<file path="src/sv/pdo_pkg.sv">
package pdo_pkg;

  localparam int POSITION_BITS_DEF = 48;
  localparam int TRIG_BITS_DEF     = 16;

  localparam int VEL_W   = 16;
  localparam int DT_W    = 20;
  localparam int POS_W   = 48;
  localparam int POS_MAX = 64;
  localparam int ANG_W   = 33;
  localparam int HW      = 37;
  localparam int CX_W    = 34;
  localparam int Q15_W   = 16;
  localparam int RX_W    = 33;
  localparam int MA_W    = 34;
  localparam int MB_W    = 21;
  localparam int MP_W    = 55;
  localparam int ATAN_IW = 5;

  localparam logic signed [ANG_W-1:0] PI_NRAD          = 33'sd3141592654;
  localparam logic signed [ANG_W-1:0] NEG_PI_NRAD      = -33'sd3141592654;
  localparam logic signed [ANG_W-1:0] HALF_PI_NRAD     = 33'sd1570796327;
  localparam logic signed [ANG_W-1:0] NEG_HALF_PI_NRAD = -33'sd1570796327;
  localparam logic signed [CX_W-1:0]  CORDIC_GAIN_Q30  = 34'sd652032874;

  localparam logic signed [HW-1:0] PI_H       = 37'sd3141592654;
  localparam logic signed [HW-1:0] NEG_PI_H   = -37'sd3141592654;
  localparam logic signed [HW-1:0] PERIOD_X8  = 37'sd50265482464;
  localparam logic signed [HW-1:0] NEG_PER_X4 = -37'sd25132741232;
  localparam logic signed [HW-1:0] NEG_PER_X2 = -37'sd12566370616;
  localparam logic signed [HW-1:0] NEG_PER_X1 = -37'sd6283185308;

  localparam logic signed [CX_W:0]   Q15_RND  = 35'sd16384;
  localparam logic signed [CX_W:0]   Q15_HI   = 35'sd32767;
  localparam logic signed [CX_W:0]   Q15_LO   = -35'sd32768;
  localparam logic signed [MP_W-1:0] PROD_RND = 55'sd16384;

  typedef enum logic [2:0] {
    ST_IDLE,
    ST_TRIG,
    ST_MUL,
    ST_WRAP,
    ST_QUAT,
    ST_DONE
  } pdo_state_t;

  // named by the product issued in that step
  typedef enum logic [2:0] {
    MS_VXC,
    MS_VYS,
    MS_VXS,
    MS_VYC,
    MS_RXT,
    MS_RYT,
    MS_WZT,
    MS_HEAD
  } pdo_mul_step_t;

  typedef enum logic [2:0] {
    WS_NEG,
    WS_SUB4,
    WS_SUB2,
    WS_SUB1,
    WS_CENTRE
  } pdo_wrap_step_t;

  typedef struct packed {
    logic                    start;
    logic signed [ANG_W-1:0] angle;
  } pdo_trig_req_t;

  typedef struct packed {
    logic                    done;
    logic signed [Q15_W-1:0] sin;
    logic signed [Q15_W-1:0] cos;
  } pdo_trig_res_t;

  function automatic logic signed [ANG_W-1:0] atan_nrad(input logic [ATAN_IW-1:0] idx);
    case (idx)
      5'd0:    atan_nrad = 33'sd785398163;
      5'd1:    atan_nrad = 33'sd463647609;
      5'd2:    atan_nrad = 33'sd244978663;
      5'd3:    atan_nrad = 33'sd124354995;
      5'd4:    atan_nrad = 33'sd62418810;
      5'd5:    atan_nrad = 33'sd31239833;
      5'd6:    atan_nrad = 33'sd15623729;
      5'd7:    atan_nrad = 33'sd7812341;
      5'd8:    atan_nrad = 33'sd3906230;
      5'd9:    atan_nrad = 33'sd1953123;
      5'd10:   atan_nrad = 33'sd976562;
      5'd11:   atan_nrad = 33'sd488281;
      5'd12:   atan_nrad = 33'sd244141;
      5'd13:   atan_nrad = 33'sd122070;
      5'd14:   atan_nrad = 33'sd61035;
      5'd15:   atan_nrad = 33'sd30518;
      5'd16:   atan_nrad = 33'sd15259;
      5'd17:   atan_nrad = 33'sd7629;
      5'd18:   atan_nrad = 33'sd3815;
      5'd19:   atan_nrad = 33'sd1907;
      5'd20:   atan_nrad = 33'sd954;
      5'd21:   atan_nrad = 33'sd477;
      5'd22:   atan_nrad = 33'sd238;
      5'd23:   atan_nrad = 33'sd119;
      default: atan_nrad = '0;
    endcase
  endfunction

  // q30 to q1.15, round half up, saturating
  function automatic logic signed [Q15_W-1:0] to_q15(input logic signed [CX_W:0] v);
    logic signed [CX_W:0] r;
    r = (v + Q15_RND) >>> 15;
    if (r > Q15_HI) begin
      r = Q15_HI;
    end else if (r < Q15_LO) begin
      r = Q15_LO;
    end
    to_q15 = r[Q15_W-1:0];
  endfunction

endpackage

</file>
<file path="src/sv/pdo_mul.sv">
module pdo_mul (
  input  logic                            clk,
  input  logic signed [pdo_pkg::MA_W-1:0] mul_a,
  input  logic signed [pdo_pkg::MB_W-1:0] mul_b,
  output logic signed [pdo_pkg::MP_W-1:0] mul_p
);
  import pdo_pkg::*;

  logic signed [MP_W-1:0] prod_r;

  always_ff @(posedge clk) begin
    prod_r <= MP_W'(mul_a) * MP_W'(mul_b);
  end

  assign mul_p = prod_r;

endmodule

</file>
<file path="src/sv/pdo_cordic.sv">
module pdo_cordic #(
  parameter int TRIG_BITS = pdo_pkg::TRIG_BITS_DEF
) (
  input  logic                   clk,
  input  logic                   rst_n,
  input  pdo_pkg::pdo_trig_req_t trig_req,
  output pdo_pkg::pdo_trig_res_t trig_res
);
  import pdo_pkg::*;

  localparam int CW = $clog2(TRIG_BITS);
  localparam logic [CW-1:0] LAST = CW'(TRIG_BITS - 1);

  logic                    busy_r, busy_nxt;
  logic                    round_r, round_nxt;
  logic                    done_r;
  logic                    flip_r, flip_nxt;
  logic [CW-1:0]           cnt_r, cnt_nxt;
  logic signed [CX_W-1:0]  x_r, x_nxt, y_r, y_nxt, x_sh, y_sh;
  logic signed [ANG_W-1:0] z_r, z_nxt, ang, step_ang;
  logic signed [CX_W:0]    x_fin, y_fin;
  logic signed [Q15_W-1:0] sin_r, cos_r;

  always_comb begin
    ang      = $signed(trig_req.angle);
    x_sh     = x_r >>> cnt_r;
    y_sh     = y_r >>> cnt_r;
    step_ang = atan_nrad(ATAN_IW'(cnt_r));
    busy_nxt = busy_r;
    cnt_nxt  = cnt_r;
    x_nxt    = x_r;
    y_nxt    = y_r;
    z_nxt    = z_r;
    flip_nxt = flip_r;
    priority if (trig_req.start) begin
      busy_nxt = 1'b1;
      cnt_nxt  = '0;
      x_nxt    = CORDIC_GAIN_Q30;
      y_nxt    = '0;
      // fold into the right half plane, negate both outputs at the end
      if (ang > HALF_PI_NRAD) begin
        z_nxt    = ang - PI_NRAD;
        flip_nxt = 1'b1;
      end else if (ang < NEG_HALF_PI_NRAD) begin
        z_nxt    = ang + PI_NRAD;
        flip_nxt = 1'b1;
      end else begin
        z_nxt    = ang;
        flip_nxt = 1'b0;
      end
    end else if (busy_r) begin
      if (!z_r[ANG_W-1]) begin
        x_nxt = x_r - y_sh;
        y_nxt = y_r + x_sh;
        z_nxt = z_r - step_ang;
      end else begin
        x_nxt = x_r + y_sh;
        y_nxt = y_r - x_sh;
        z_nxt = z_r + step_ang;
      end
      cnt_nxt = cnt_r + 1'b1;
      if (cnt_r == LAST) begin
        busy_nxt = 1'b0;
      end
    end else begin
      busy_nxt = 1'b0;
    end
    round_nxt = busy_r && (cnt_r == LAST) && !trig_req.start;
    x_fin = flip_r ? -(CX_W+1)'(x_r) : (CX_W+1)'(x_r);
    y_fin = flip_r ? -(CX_W+1)'(y_r) : (CX_W+1)'(y_r);
  end

  always_ff @(posedge clk) begin
    if (!rst_n) begin
      busy_r  <= 1'b0;
      round_r <= 1'b0;
      done_r  <= 1'b0;
      cnt_r   <= '0;
    end else begin
      busy_r  <= busy_nxt;
      round_r <= round_nxt;
      done_r  <= round_r;
      cnt_r   <= cnt_nxt;
    end
  end

  always_ff @(posedge clk) begin
    x_r    <= x_nxt;
    y_r    <= y_nxt;
    z_r    <= z_nxt;
    flip_r <= flip_nxt;
    if (round_r) begin
      sin_r <= to_q15(y_fin);
      cos_r <= to_q15(x_fin);
    end
  end

  always_comb begin
    trig_res.done = done_r;
    trig_res.sin  = sin_r;
    trig_res.cos  = cos_r;
  end

`ifndef SYNTHESIS
  a_start_free: assert property (@(posedge clk) disable iff (!rst_n)
    trig_req.start |-> (!busy_r && !round_r))
    else $error("cordic started while a rotation is in progress");

  a_done_after_round: assert property (@(posedge clk) disable iff (!rst_n)
    done_r |-> $past(round_r))
    else $error("cordic done without a finishing round");
`endif

endmodule

</file>
<file path="src/sv/planar_odometry_integrator.sv">
// Planar dead-reckoning odometry. Each accepted input word carries body-frame forward and
// lateral velocity (mm/s), yaw rate (mrad/s) and elapsed time (us). A word with zero elapsed
// time is taken and changes nothing. Any other word rotates the velocity by the
// stored heading (CORDIC sine and cosine, Q1.15), scales it by the elapsed time into wrapping
// nanometre x and y, advances the heading in nanoradians wrapped to [-pi, pi) and returns one
// result word with the pose, the yaw quaternion z and w (w never negative) and the velocities
// of the word. Input is held off while a word is in work; the finished result sits in an
// output register, so the next word is taken while the result waits. Each word makes two
// passes through the shared CORDIC, seven products through the shared 34x21 multiplier and
// a five-step heading wrap. Position and heading clear at reset.
module planar_odometry_integrator #(
  parameter int POSITION_BITS = pdo_pkg::POSITION_BITS_DEF,
  parameter int TRIG_BITS     = pdo_pkg::TRIG_BITS_DEF
) (
  input  logic                             clk,
  input  logic                             rst_n,
  input  logic                             in_valid,
  output logic                             in_stall,
  input  logic signed [pdo_pkg::VEL_W-1:0] in_forward_velocity,
  input  logic signed [pdo_pkg::VEL_W-1:0] in_lateral_velocity,
  input  logic signed [pdo_pkg::VEL_W-1:0] in_yaw_rate,
  input  logic        [pdo_pkg::DT_W-1:0]  in_elapsed_us,
  output logic                             out_valid,
  input  logic                             out_stall,
  output logic signed [pdo_pkg::POS_W-1:0] out_x_position_nm,
  output logic signed [pdo_pkg::POS_W-1:0] out_y_position_nm,
  output logic signed [pdo_pkg::ANG_W-1:0] out_heading_nrad,
  output logic signed [pdo_pkg::Q15_W-1:0] out_quat_z,
  output logic        [pdo_pkg::Q15_W-2:0] out_quat_w,
  output logic signed [pdo_pkg::VEL_W-1:0] out_echo_forward,
  output logic signed [pdo_pkg::VEL_W-1:0] out_echo_lateral,
  output logic signed [pdo_pkg::VEL_W-1:0] out_echo_yaw_rate
);
  import pdo_pkg::*;

  pdo_state_t     state_r, state_nxt;
  pdo_mul_step_t  mstep_r;
  pdo_wrap_step_t wstep_r;
  pdo_trig_req_t  trig_req;
  pdo_trig_res_t  trig_res;

  logic                     item_go, out_load, out_valid_r, wrap_take;
  logic signed [VEL_W-1:0]  vx_r, vy_r, wz_r;
  logic        [DT_W-1:0]   dt_r;
  logic signed [RX_W-1:0]   rx_r, ry_r, prod_lo;
  logic [POSITION_BITS-1:0] pos_x_r, pos_y_r;
  logic signed [ANG_W-1:0]  heading_r, wrap_head;
  logic signed [HW-1:0]     hacc_r, wrap_k, wrap_sum;
  logic signed [MA_W-1:0]   mul_a;
  logic signed [MB_W-1:0]   mul_b;
  logic signed [MP_W-1:0]   prod, prod_rnd;
  logic signed [POS_MAX-1:0] delta;
  logic [POS_MAX-1:0]       px_w, py_w;

  logic signed [POS_W-1:0]   x_out_r, y_out_r;
  logic signed [ANG_W-1:0]   head_out_r;
  logic signed [Q15_W-1:0]   qz_out_r;
  logic        [Q15_W-2:0]   qw_out_r;
  logic signed [VEL_W-1:0]   ef_out_r, el_out_r, ey_out_r;

  pdo_cordic #(
    .TRIG_BITS (TRIG_BITS)
  ) u_cordic (
    .clk      (clk),
    .rst_n    (rst_n),
    .trig_req (trig_req),
    .trig_res (trig_res)
  );

  pdo_mul u_mul (
    .clk   (clk),
    .mul_a (mul_a),
    .mul_b (mul_b),
    .mul_p (prod)
  );

  assign item_go = (state_r == ST_IDLE) && in_valid && (in_elapsed_us != '0);

  // heading wrap, one add per step
  always_comb begin
    unique case (wstep_r)
      WS_NEG:    wrap_k = PERIOD_X8;
      WS_SUB4:   wrap_k = NEG_PER_X4;
      WS_SUB2:   wrap_k = NEG_PER_X2;
      WS_SUB1:   wrap_k = NEG_PER_X1;
      WS_CENTRE: wrap_k = NEG_PI_H;
      default:   wrap_k = '0;
    endcase
    wrap_sum  = hacc_r + wrap_k;
    wrap_head = $signed(wrap_sum[ANG_W-1:0]);
    priority if (wstep_r == WS_NEG) begin
      wrap_take = hacc_r[HW-1];
    end else if (wstep_r == WS_CENTRE) begin
      wrap_take = 1'b1;
    end else begin
      wrap_take = !wrap_sum[HW-1];
    end
  end

  // multiplier operands
  always_comb begin
    unique case (mstep_r)
      MS_VXC: begin
        mul_a = MA_W'(vx_r);
        mul_b = MB_W'($signed(trig_res.cos));
      end
      MS_VYS: begin
        mul_a = MA_W'(vy_r);
        mul_b = MB_W'($signed(trig_res.sin));
      end
      MS_VXS: begin
        mul_a = MA_W'(vx_r);
        mul_b = MB_W'($signed(trig_res.sin));
      end
      MS_VYC: begin
        mul_a = MA_W'(vy_r);
        mul_b = MB_W'($signed(trig_res.cos));
      end
      MS_RXT: begin
        mul_a = MA_W'(rx_r);
        mul_b = {1'b0, dt_r};
      end
      MS_RYT: begin
        mul_a = MA_W'(ry_r);
        mul_b = {1'b0, dt_r};
      end
      MS_WZT, MS_HEAD: begin
        mul_a = MA_W'(wz_r);
        mul_b = {1'b0, dt_r};
      end
    endcase
    prod_lo  = $signed(prod[RX_W-1:0]);
    prod_rnd = prod + PROD_RND;
    delta    = POS_MAX'(prod_rnd >>> 15);
  end

  // next state
  always_comb begin
    state_nxt = state_r;
    unique case (state_r)
      ST_IDLE: if (item_go) begin
        state_nxt = ST_TRIG;
      end
      ST_TRIG: if (trig_res.done) begin
        state_nxt = ST_MUL;
      end
      ST_MUL: if (mstep_r == MS_HEAD) begin
        state_nxt = ST_WRAP;
      end
      ST_WRAP: if (wstep_r == WS_CENTRE) begin
        state_nxt = ST_QUAT;
      end
      ST_QUAT: if (trig_res.done) begin
        state_nxt = ST_DONE;
      end
      ST_DONE: if (!out_valid_r || !out_stall) begin
        state_nxt = ST_IDLE;
      end
      default: state_nxt = ST_IDLE;
    endcase
  end

  // control outputs
  always_comb begin
    in_stall       = 1'b1;
    out_load       = 1'b0;
    trig_req.start = 1'b0;
    trig_req.angle = heading_r;
    unique case (state_r)
      ST_IDLE: begin
        in_stall       = 1'b0;
        trig_req.start = item_go;
      end
      ST_WRAP: begin
        trig_req.start = (wstep_r == WS_CENTRE);
        trig_req.angle = wrap_head >>> 1;
      end
      ST_DONE: out_load = !out_valid_r || !out_stall;
      default: ;
    endcase
  end

  always_ff @(posedge clk) begin
    if (!rst_n) begin
      state_r     <= ST_IDLE;
      mstep_r     <= MS_VXC;
      wstep_r     <= WS_NEG;
      out_valid_r <= 1'b0;
      pos_x_r     <= '0;
      pos_y_r     <= '0;
      heading_r   <= '0;
    end else begin
      state_r <= state_nxt;
      if (out_load) begin
        out_valid_r <= 1'b1;
      end else if (!out_stall) begin
        out_valid_r <= 1'b0;
      end
      if (state_r == ST_TRIG) begin
        mstep_r <= MS_VXC;
      end else if (state_r == ST_MUL) begin
        mstep_r <= pdo_mul_step_t'(mstep_r + 3'd1);
        if (mstep_r == MS_RYT) begin
          pos_x_r <= pos_x_r + delta[POSITION_BITS-1:0];
        end
        if (mstep_r == MS_WZT) begin
          pos_y_r <= pos_y_r + delta[POSITION_BITS-1:0];
        end
      end
      if (state_r == ST_MUL) begin
        wstep_r <= WS_NEG;
      end else if (state_r == ST_WRAP) begin
        wstep_r <= pdo_wrap_step_t'(wstep_r + 3'd1);
        if (wstep_r == WS_CENTRE) begin
          heading_r <= wrap_head;
        end
      end
    end
  end

  // item and product registers
  always_ff @(posedge clk) begin
    if (item_go) begin
      vx_r <= in_forward_velocity;
      vy_r <= in_lateral_velocity;
      wz_r <= in_yaw_rate;
      dt_r <= in_elapsed_us;
    end
    if (state_r == ST_MUL) begin
      unique case (mstep_r)
        MS_VYS:  rx_r <= prod_lo;
        MS_VXS:  rx_r <= rx_r - prod_lo;
        MS_VYC:  ry_r <= prod_lo;
        MS_RXT:  ry_r <= ry_r + prod_lo;
        MS_HEAD: hacc_r <= HW'(heading_r) + $signed(prod[HW-1:0]) + PI_H;
        default: ;
      endcase
    end else if (state_r == ST_WRAP && wrap_take) begin
      hacc_r <= wrap_sum;
    end
  end

  assign px_w = POS_MAX'(pos_x_r);
  assign py_w = POS_MAX'(pos_y_r);

  // result word register
  always_ff @(posedge clk) begin
    if (out_load) begin
      x_out_r    <= $signed(px_w[POS_W-1:0]);
      y_out_r    <= $signed(py_w[POS_W-1:0]);
      head_out_r <= heading_r;
      qz_out_r   <= trig_res.sin;
      qw_out_r   <= trig_res.cos[Q15_W-1] ? '0 : trig_res.cos[Q15_W-2:0];
      ef_out_r   <= vx_r;
      el_out_r   <= vy_r;
      ey_out_r   <= wz_r;
    end
  end

  assign out_valid         = out_valid_r;
  assign out_x_position_nm = x_out_r;
  assign out_y_position_nm = y_out_r;
  assign out_heading_nrad  = head_out_r;
  assign out_quat_z        = qz_out_r;
  assign out_quat_w        = qw_out_r;
  assign out_echo_forward  = ef_out_r;
  assign out_echo_lateral  = el_out_r;
  assign out_echo_yaw_rate = ey_out_r;

`ifndef SYNTHESIS
  a_heading_range: assert property (@(posedge clk) disable iff (!rst_n)
    (heading_r >= NEG_PI_NRAD) && (heading_r < PI_NRAD))
    else $error("heading outside minus pi to pi");

  a_skip_word: assert property (@(posedge clk) disable iff (!rst_n)
    (state_r == ST_IDLE && in_valid && in_elapsed_us == '0) |=> (state_r == ST_IDLE))
    else $error("zero elapsed time word started work");

  a_result_source: assert property (@(posedge clk) disable iff (!rst_n)
    $rose(out_valid_r) |-> ($past(state_r) == ST_DONE))
    else $error("result word raised outside the finishing state");
`endif

endmodule
</file>
<file path="config.mk">
export PLATFORM = sky130hd
export DESIGN_NAME = planar_odometry_integrator
export DESIGN_NICKNAME = d
export VERILOG_FILES = /design/src/sv/pdo_pkg.sv /design/src/sv/pdo_mul.sv /design/src/sv/pdo_cordic.sv /design/src/sv/planar_odometry_integrator.sv
export SDC_FILE = /design/constraint.sdc
export NUM_CORES = 2
export LEC_CHECK = 0
export ABC_CLOCK_PERIOD_IN_PS = 12800
export BUFFER_PORTS_ARGS = -buffer_cell sky130_fd_sc_hd__buf_4
export CELL_PAD_IN_SITES_DETAIL_PLACEMENT = 1
export CELL_PAD_IN_SITES_GLOBAL_PLACEMENT = 2
export CORE_ASPECT_RATIO = 0.9
export CORE_UTILIZATION = 23
export DETAILED_ROUTE_END_ITERATION = 8
export HOLD_SLACK_MARGIN = 0.15
export PLACE_DENSITY = 0.49
export SLEW_MARGIN = 30
export SYNTH_ARGS = -nofsm -noshare
export SYNTH_HDL_FRONTEND = slang
export SYNTH_HIERARCHICAL = 1
export SYNTH_SLANG_ARGS = --single-unit
export TNS_END_PERCENT = 50
</file>
<file path="constraint.sdc">
create_clock -name clk -period 12.8 [get_ports clk]
set_clock_uncertainty 0.15 [all_clocks]
set_input_delay 2.56 -clock clk [delete_from_list [all_inputs] [get_ports clk]]
set_output_delay 2.56 -clock clk [all_outputs]
set_load 0.01 [all_outputs]
</file>
==> impl_metrics.tcl <==
set metrics [dict create \
    status "complete, no violations" \
    cts_resized 0 \
    grt.busiest_layer "met2" \
    cp-end-kind "flip-flop" \
    slew_headroom_pct 30.93 \
    yosysTopAreaCell "fa_1" \
    synth_seq_cells 744 \
    h-tree-depth 3 \
    die_h_um 560.0 \
    worstMarginPinSlew_ns 1.010 \
    worstSetupStartpointType "flip-flop" \
    final_max_slew_viol_count 0 \
    cts_tree "yes" \
    antenna_found_initial 11 \
    viasPerCell 4.770 \
    critPathMaxFanout 37 \
    synth-seq-area-share_pct 24.31 \
    dpl-instance-area_um2 87000 \
    rsz0062_at_grt "no" \
    max_freq_mhz 92.41 \
    grt_pass1_vias 69955 \
    grt_overflow 0 \
    die_x_um 622.1 \
    hold_class "reg2reg" \
    fin_area_um2 90540 \
    gp_congestion 0.8205 \
    numPortBuffers 281 \
    met2_usage_pct 31.25 \
    ys_async_sr_fraction_pct 0 \
    post-route-util_pct 26.33 \
    hold_viol_final 0 \
    wire_per_inst_um 23.62 \
    start_util_pct 23.15 \
    wl_um 322500 \
    leakagePower_nw 38.54 \
    syn_nets 10281 \
    power-per-cell-area_nw_per_um2 302.1 \
    peakVddDrop_mv 0.4141 \
    yosys_warnings 6 \
    areaGrowthSynthToFinish_pct 13.77 \
    vias 65139 \
    post-route-period-util_pct 84.54 \
    dpl.hpwl_um 256200 \
    grt_pass1_wl_um 480900 \
    ys_dominant_reg_cell "edfxtp_1" \
    firstDrtPassIters 5 \
    cpMostUsedCell "fa_1" \
    cts_sinks 744 \
    synth_edf_count 445 \
    whs_ns 0.2948 \
    core.rowCount 204 \
    critPathSlowestCell "dfxtp_2" \
    grt_usage_pct 18.16 \
    numCtsBuffers 106 \
    finalSetupTns_ns 0 \
    avgSynthCellArea_um2 8.877 \
    power_mw 27.36 \
    grtUsageMet1_pct 24.98 \
    path_class "reg2reg" \
    clock_latency_ns 0.84 \
    met3_usage_pct 1.395 \
    max-cap-violations 0 \
    setup_viol 0 \
    detail-route-antenna-nets 0 \
    post_cts_buffers 0 \
    path_clk_slew_ns 0.06 \
    synthCells 8965 \
    fin_nets 10355 \
    cts_root_buf "clkbuf_16" \
    synth_cell_type_count 121 \
    dieArea_um2 348400 \
    core_um2 343800 \
    netlist.area_leader.share_pct 17.99 \
    cts_buffer_depth 4 \
    netlist_area_um2 79580 \
    drcViolationCount 0 \
    ctsHoldBuffers 0 \
    required_ns 13.40 \
    grt_start_max_net_pins 126 \
    ios 282 \
    min_period_ns 10.82 \
    drive_gt1_share_pct 9.602 \
    slowest_delay_ns 0.84 \
    synth.area.top_cells "fa_1 18%, edfxtp_1 17%, ha_1 8.3%, dfxtp_1 7.5%, nand2_1 5.2%" \
    cp.arrival_ns 11.42 \
    drtIter0Drc 3082 \
]
-- cell type report --
class	count	area, µm²
inverter	1054	3959
multi-input combinational	6701	54730
timing repair buffer	432	3316
antenna	1	2.502
fill	39691	253300
sequential	744	19370
clock buffer	129	2800
tap	4532	5670
clock inverter	63	698.2
-- cells in the final DEF (no fill, tap or decap), types with 28 or more instances in the layout --
| master | instances |
|---|---|
| nand2_1 | 1091 |
| xor2_1 | 187 |
| ha_1 | 529 |
| and3_1 | 69 |
| mux2_2 | 52 |
| a21oi_1 | 630 |
| o21ai_0 | 449 |
| inv_1 | 1045 |
| a221o_1 | 36 |
| nor3b_1 | 28 |
| o211ai_1 | 36 |
| mux2i_1 | 96 |
| nor2b_1 | 72 |
| mux4_2 | 63 |
| and2_1 | 336 |
| a211oi_1 | 70 |
| o21a_1 | 64 |
| buf_4 | 428 |
| edfxtp_1 | 445 |
| a21o_1 | 207 |
| nand3_1 | 161 |
| dfxtp_1 | 291 |
| clkbuf_16 | 107 |
| o31ai_1 | 36 |
| o21bai_1 | 58 |
| nand4_1 | 69 |
| fa_1 | 715 |
| xnor2_1 | 340 |
| o22ai_1 | 30 |
| nor4_1 | 38 |
| or3_1 | 50 |
| a22oi_1 | 31 |
| nor3_1 | 114 |
| a31oi_1 | 67 |
| nand2b_1 | 87 |
| nor2_1 | 445 |
-- Yosys cell counts (23+ instances only) --
cell / n
o31ai_1: 37
fa_1: 715
nor4_1: 40
o21a_1: 64
dfxtp_1: 299
nand4_1: 69
nor3b_1: 28
nand3_1: 163
o21bai_1: 58
o21ai_0: 454
buf_1: 39
a211oi_1: 70
xor2_1: 187
o22ai_1: 30
nand2b_1: 87
mux2_2: 52
and2_1: 336
nor3_1: 116
edfxtp_1: 445
o211ai_1: 36
a31oi_1: 67
xnor2_1: 343
nand2_1: 1096
inv_1: 1047
or3_1: 51
a221o_1: 40
mux2i_1: 96
mux4_2: 63
and3_1: 69
clkbuf_1: 386
a21o_1: 207
ha_1: 529
or2_2: 23
nor2_1: 450
a21oi_1: 661
a22oi_1: 31
nor2b_1: 72
-- report_power, final --
part / internal [mW] / total, mW / leakage (nW) / switching (mW)
logic: 7.89 / 20.8 / 30.3 / 12.9
registers: 3.04 / 3.52 / 6.52 / 0.484
clock network: 1.79 / 3.08 / 1.69 / 1.29
-- path summary, 6_finish.rpt --
check,from,end,slack [ns],depth (start not counted)
setup reg to reg,mstep_r[0]$_SDFFE_PP0P_,u_mul/mul_p[48]$_DFF_P_,1.98,31
setup / recovery,mstep_r[0]$_SDFFE_PP0P_,u_mul/mul_p[48]$_DFF_P_,1.98,31
hold / removal,vx_r[1]$_DFFE_PP_,out_echo_forward[1]$_DFFE_PP_,0.29,0
hold reg to reg,vx_r[1]$_DFFE_PP_,out_echo_forward[1]$_DFFE_PP_,0.29,0
-- stage by stage --
| step | instances | setup WS (ns) |
|---|---|---|
| 2_1_floorplan | 8965 | 3.701 |
| 3_3_place_gp | 13460 | 2.129 |
| 3_5_place_dp | 13462 | 2.086 |
| 4_1_cts | 13654 | 1.991 |
| 5_1_grt | 13655 | 1.410 |
| 6_report | 13656 | 1.979 |
-- per-layer routing --
| metal | wire (µm) | up-vias |
|---|---|---|
| li1 | - | 30726 |
| met1 | 154200 | 33399 |
| met2 | 155400 | 788 |
| met3 | 6892 | 226 |
| met4 | 6050 | 0 |
| met5 | 0 | - |
-- logic make-up after synthesis --
logic type      synth area share (%)
compound gates                 16.06
xor+xnor                       5.867
fa+ha+maj                      26.30
buf+inv                        7.350
flops                          24.31
mux                            3.899
simple gates                   16.21
-- worst max-delay path, delay by kind of cell (launching register included) --
| kind | cells | cell delay, ns |
|---|---|---|
| buffers and inverters | 6 | 0.88 |
| and+or+nand+nor | 5 | 0.92 |
| AOI/OAI and AO/OA | 9 | 3.17 |
| adders and majority gates | 10 | 4.53 |
| xor gates and xnor gates | 1 | 0.16 |
| DFF | 1 | 0.84 |
-- registers in the layout (all words and copies together), names as in the netlist, 20 cells and up --
| signal | flops |
|---|---|
| ry_r | 33 |
| u_cordic/x_r | 34 |
| heading_r | 33 |
| out_y_position_nm | 48 |
| u_cordic/y_r | 34 |
| out_heading_nrad | 33 |
| pos_y_r | 48 |
| rx_r | 33 |
| hacc_r | 37 |
| u_cordic/step_ang | 30 |
| u_mul/mul_p | 55 |
| pos_x_r | 48 |
| u_cordic/z_r | 33 |
| out_x_position_nm | 48 |
| dt_r | 20 |
(Power assumes the default switching activity.)
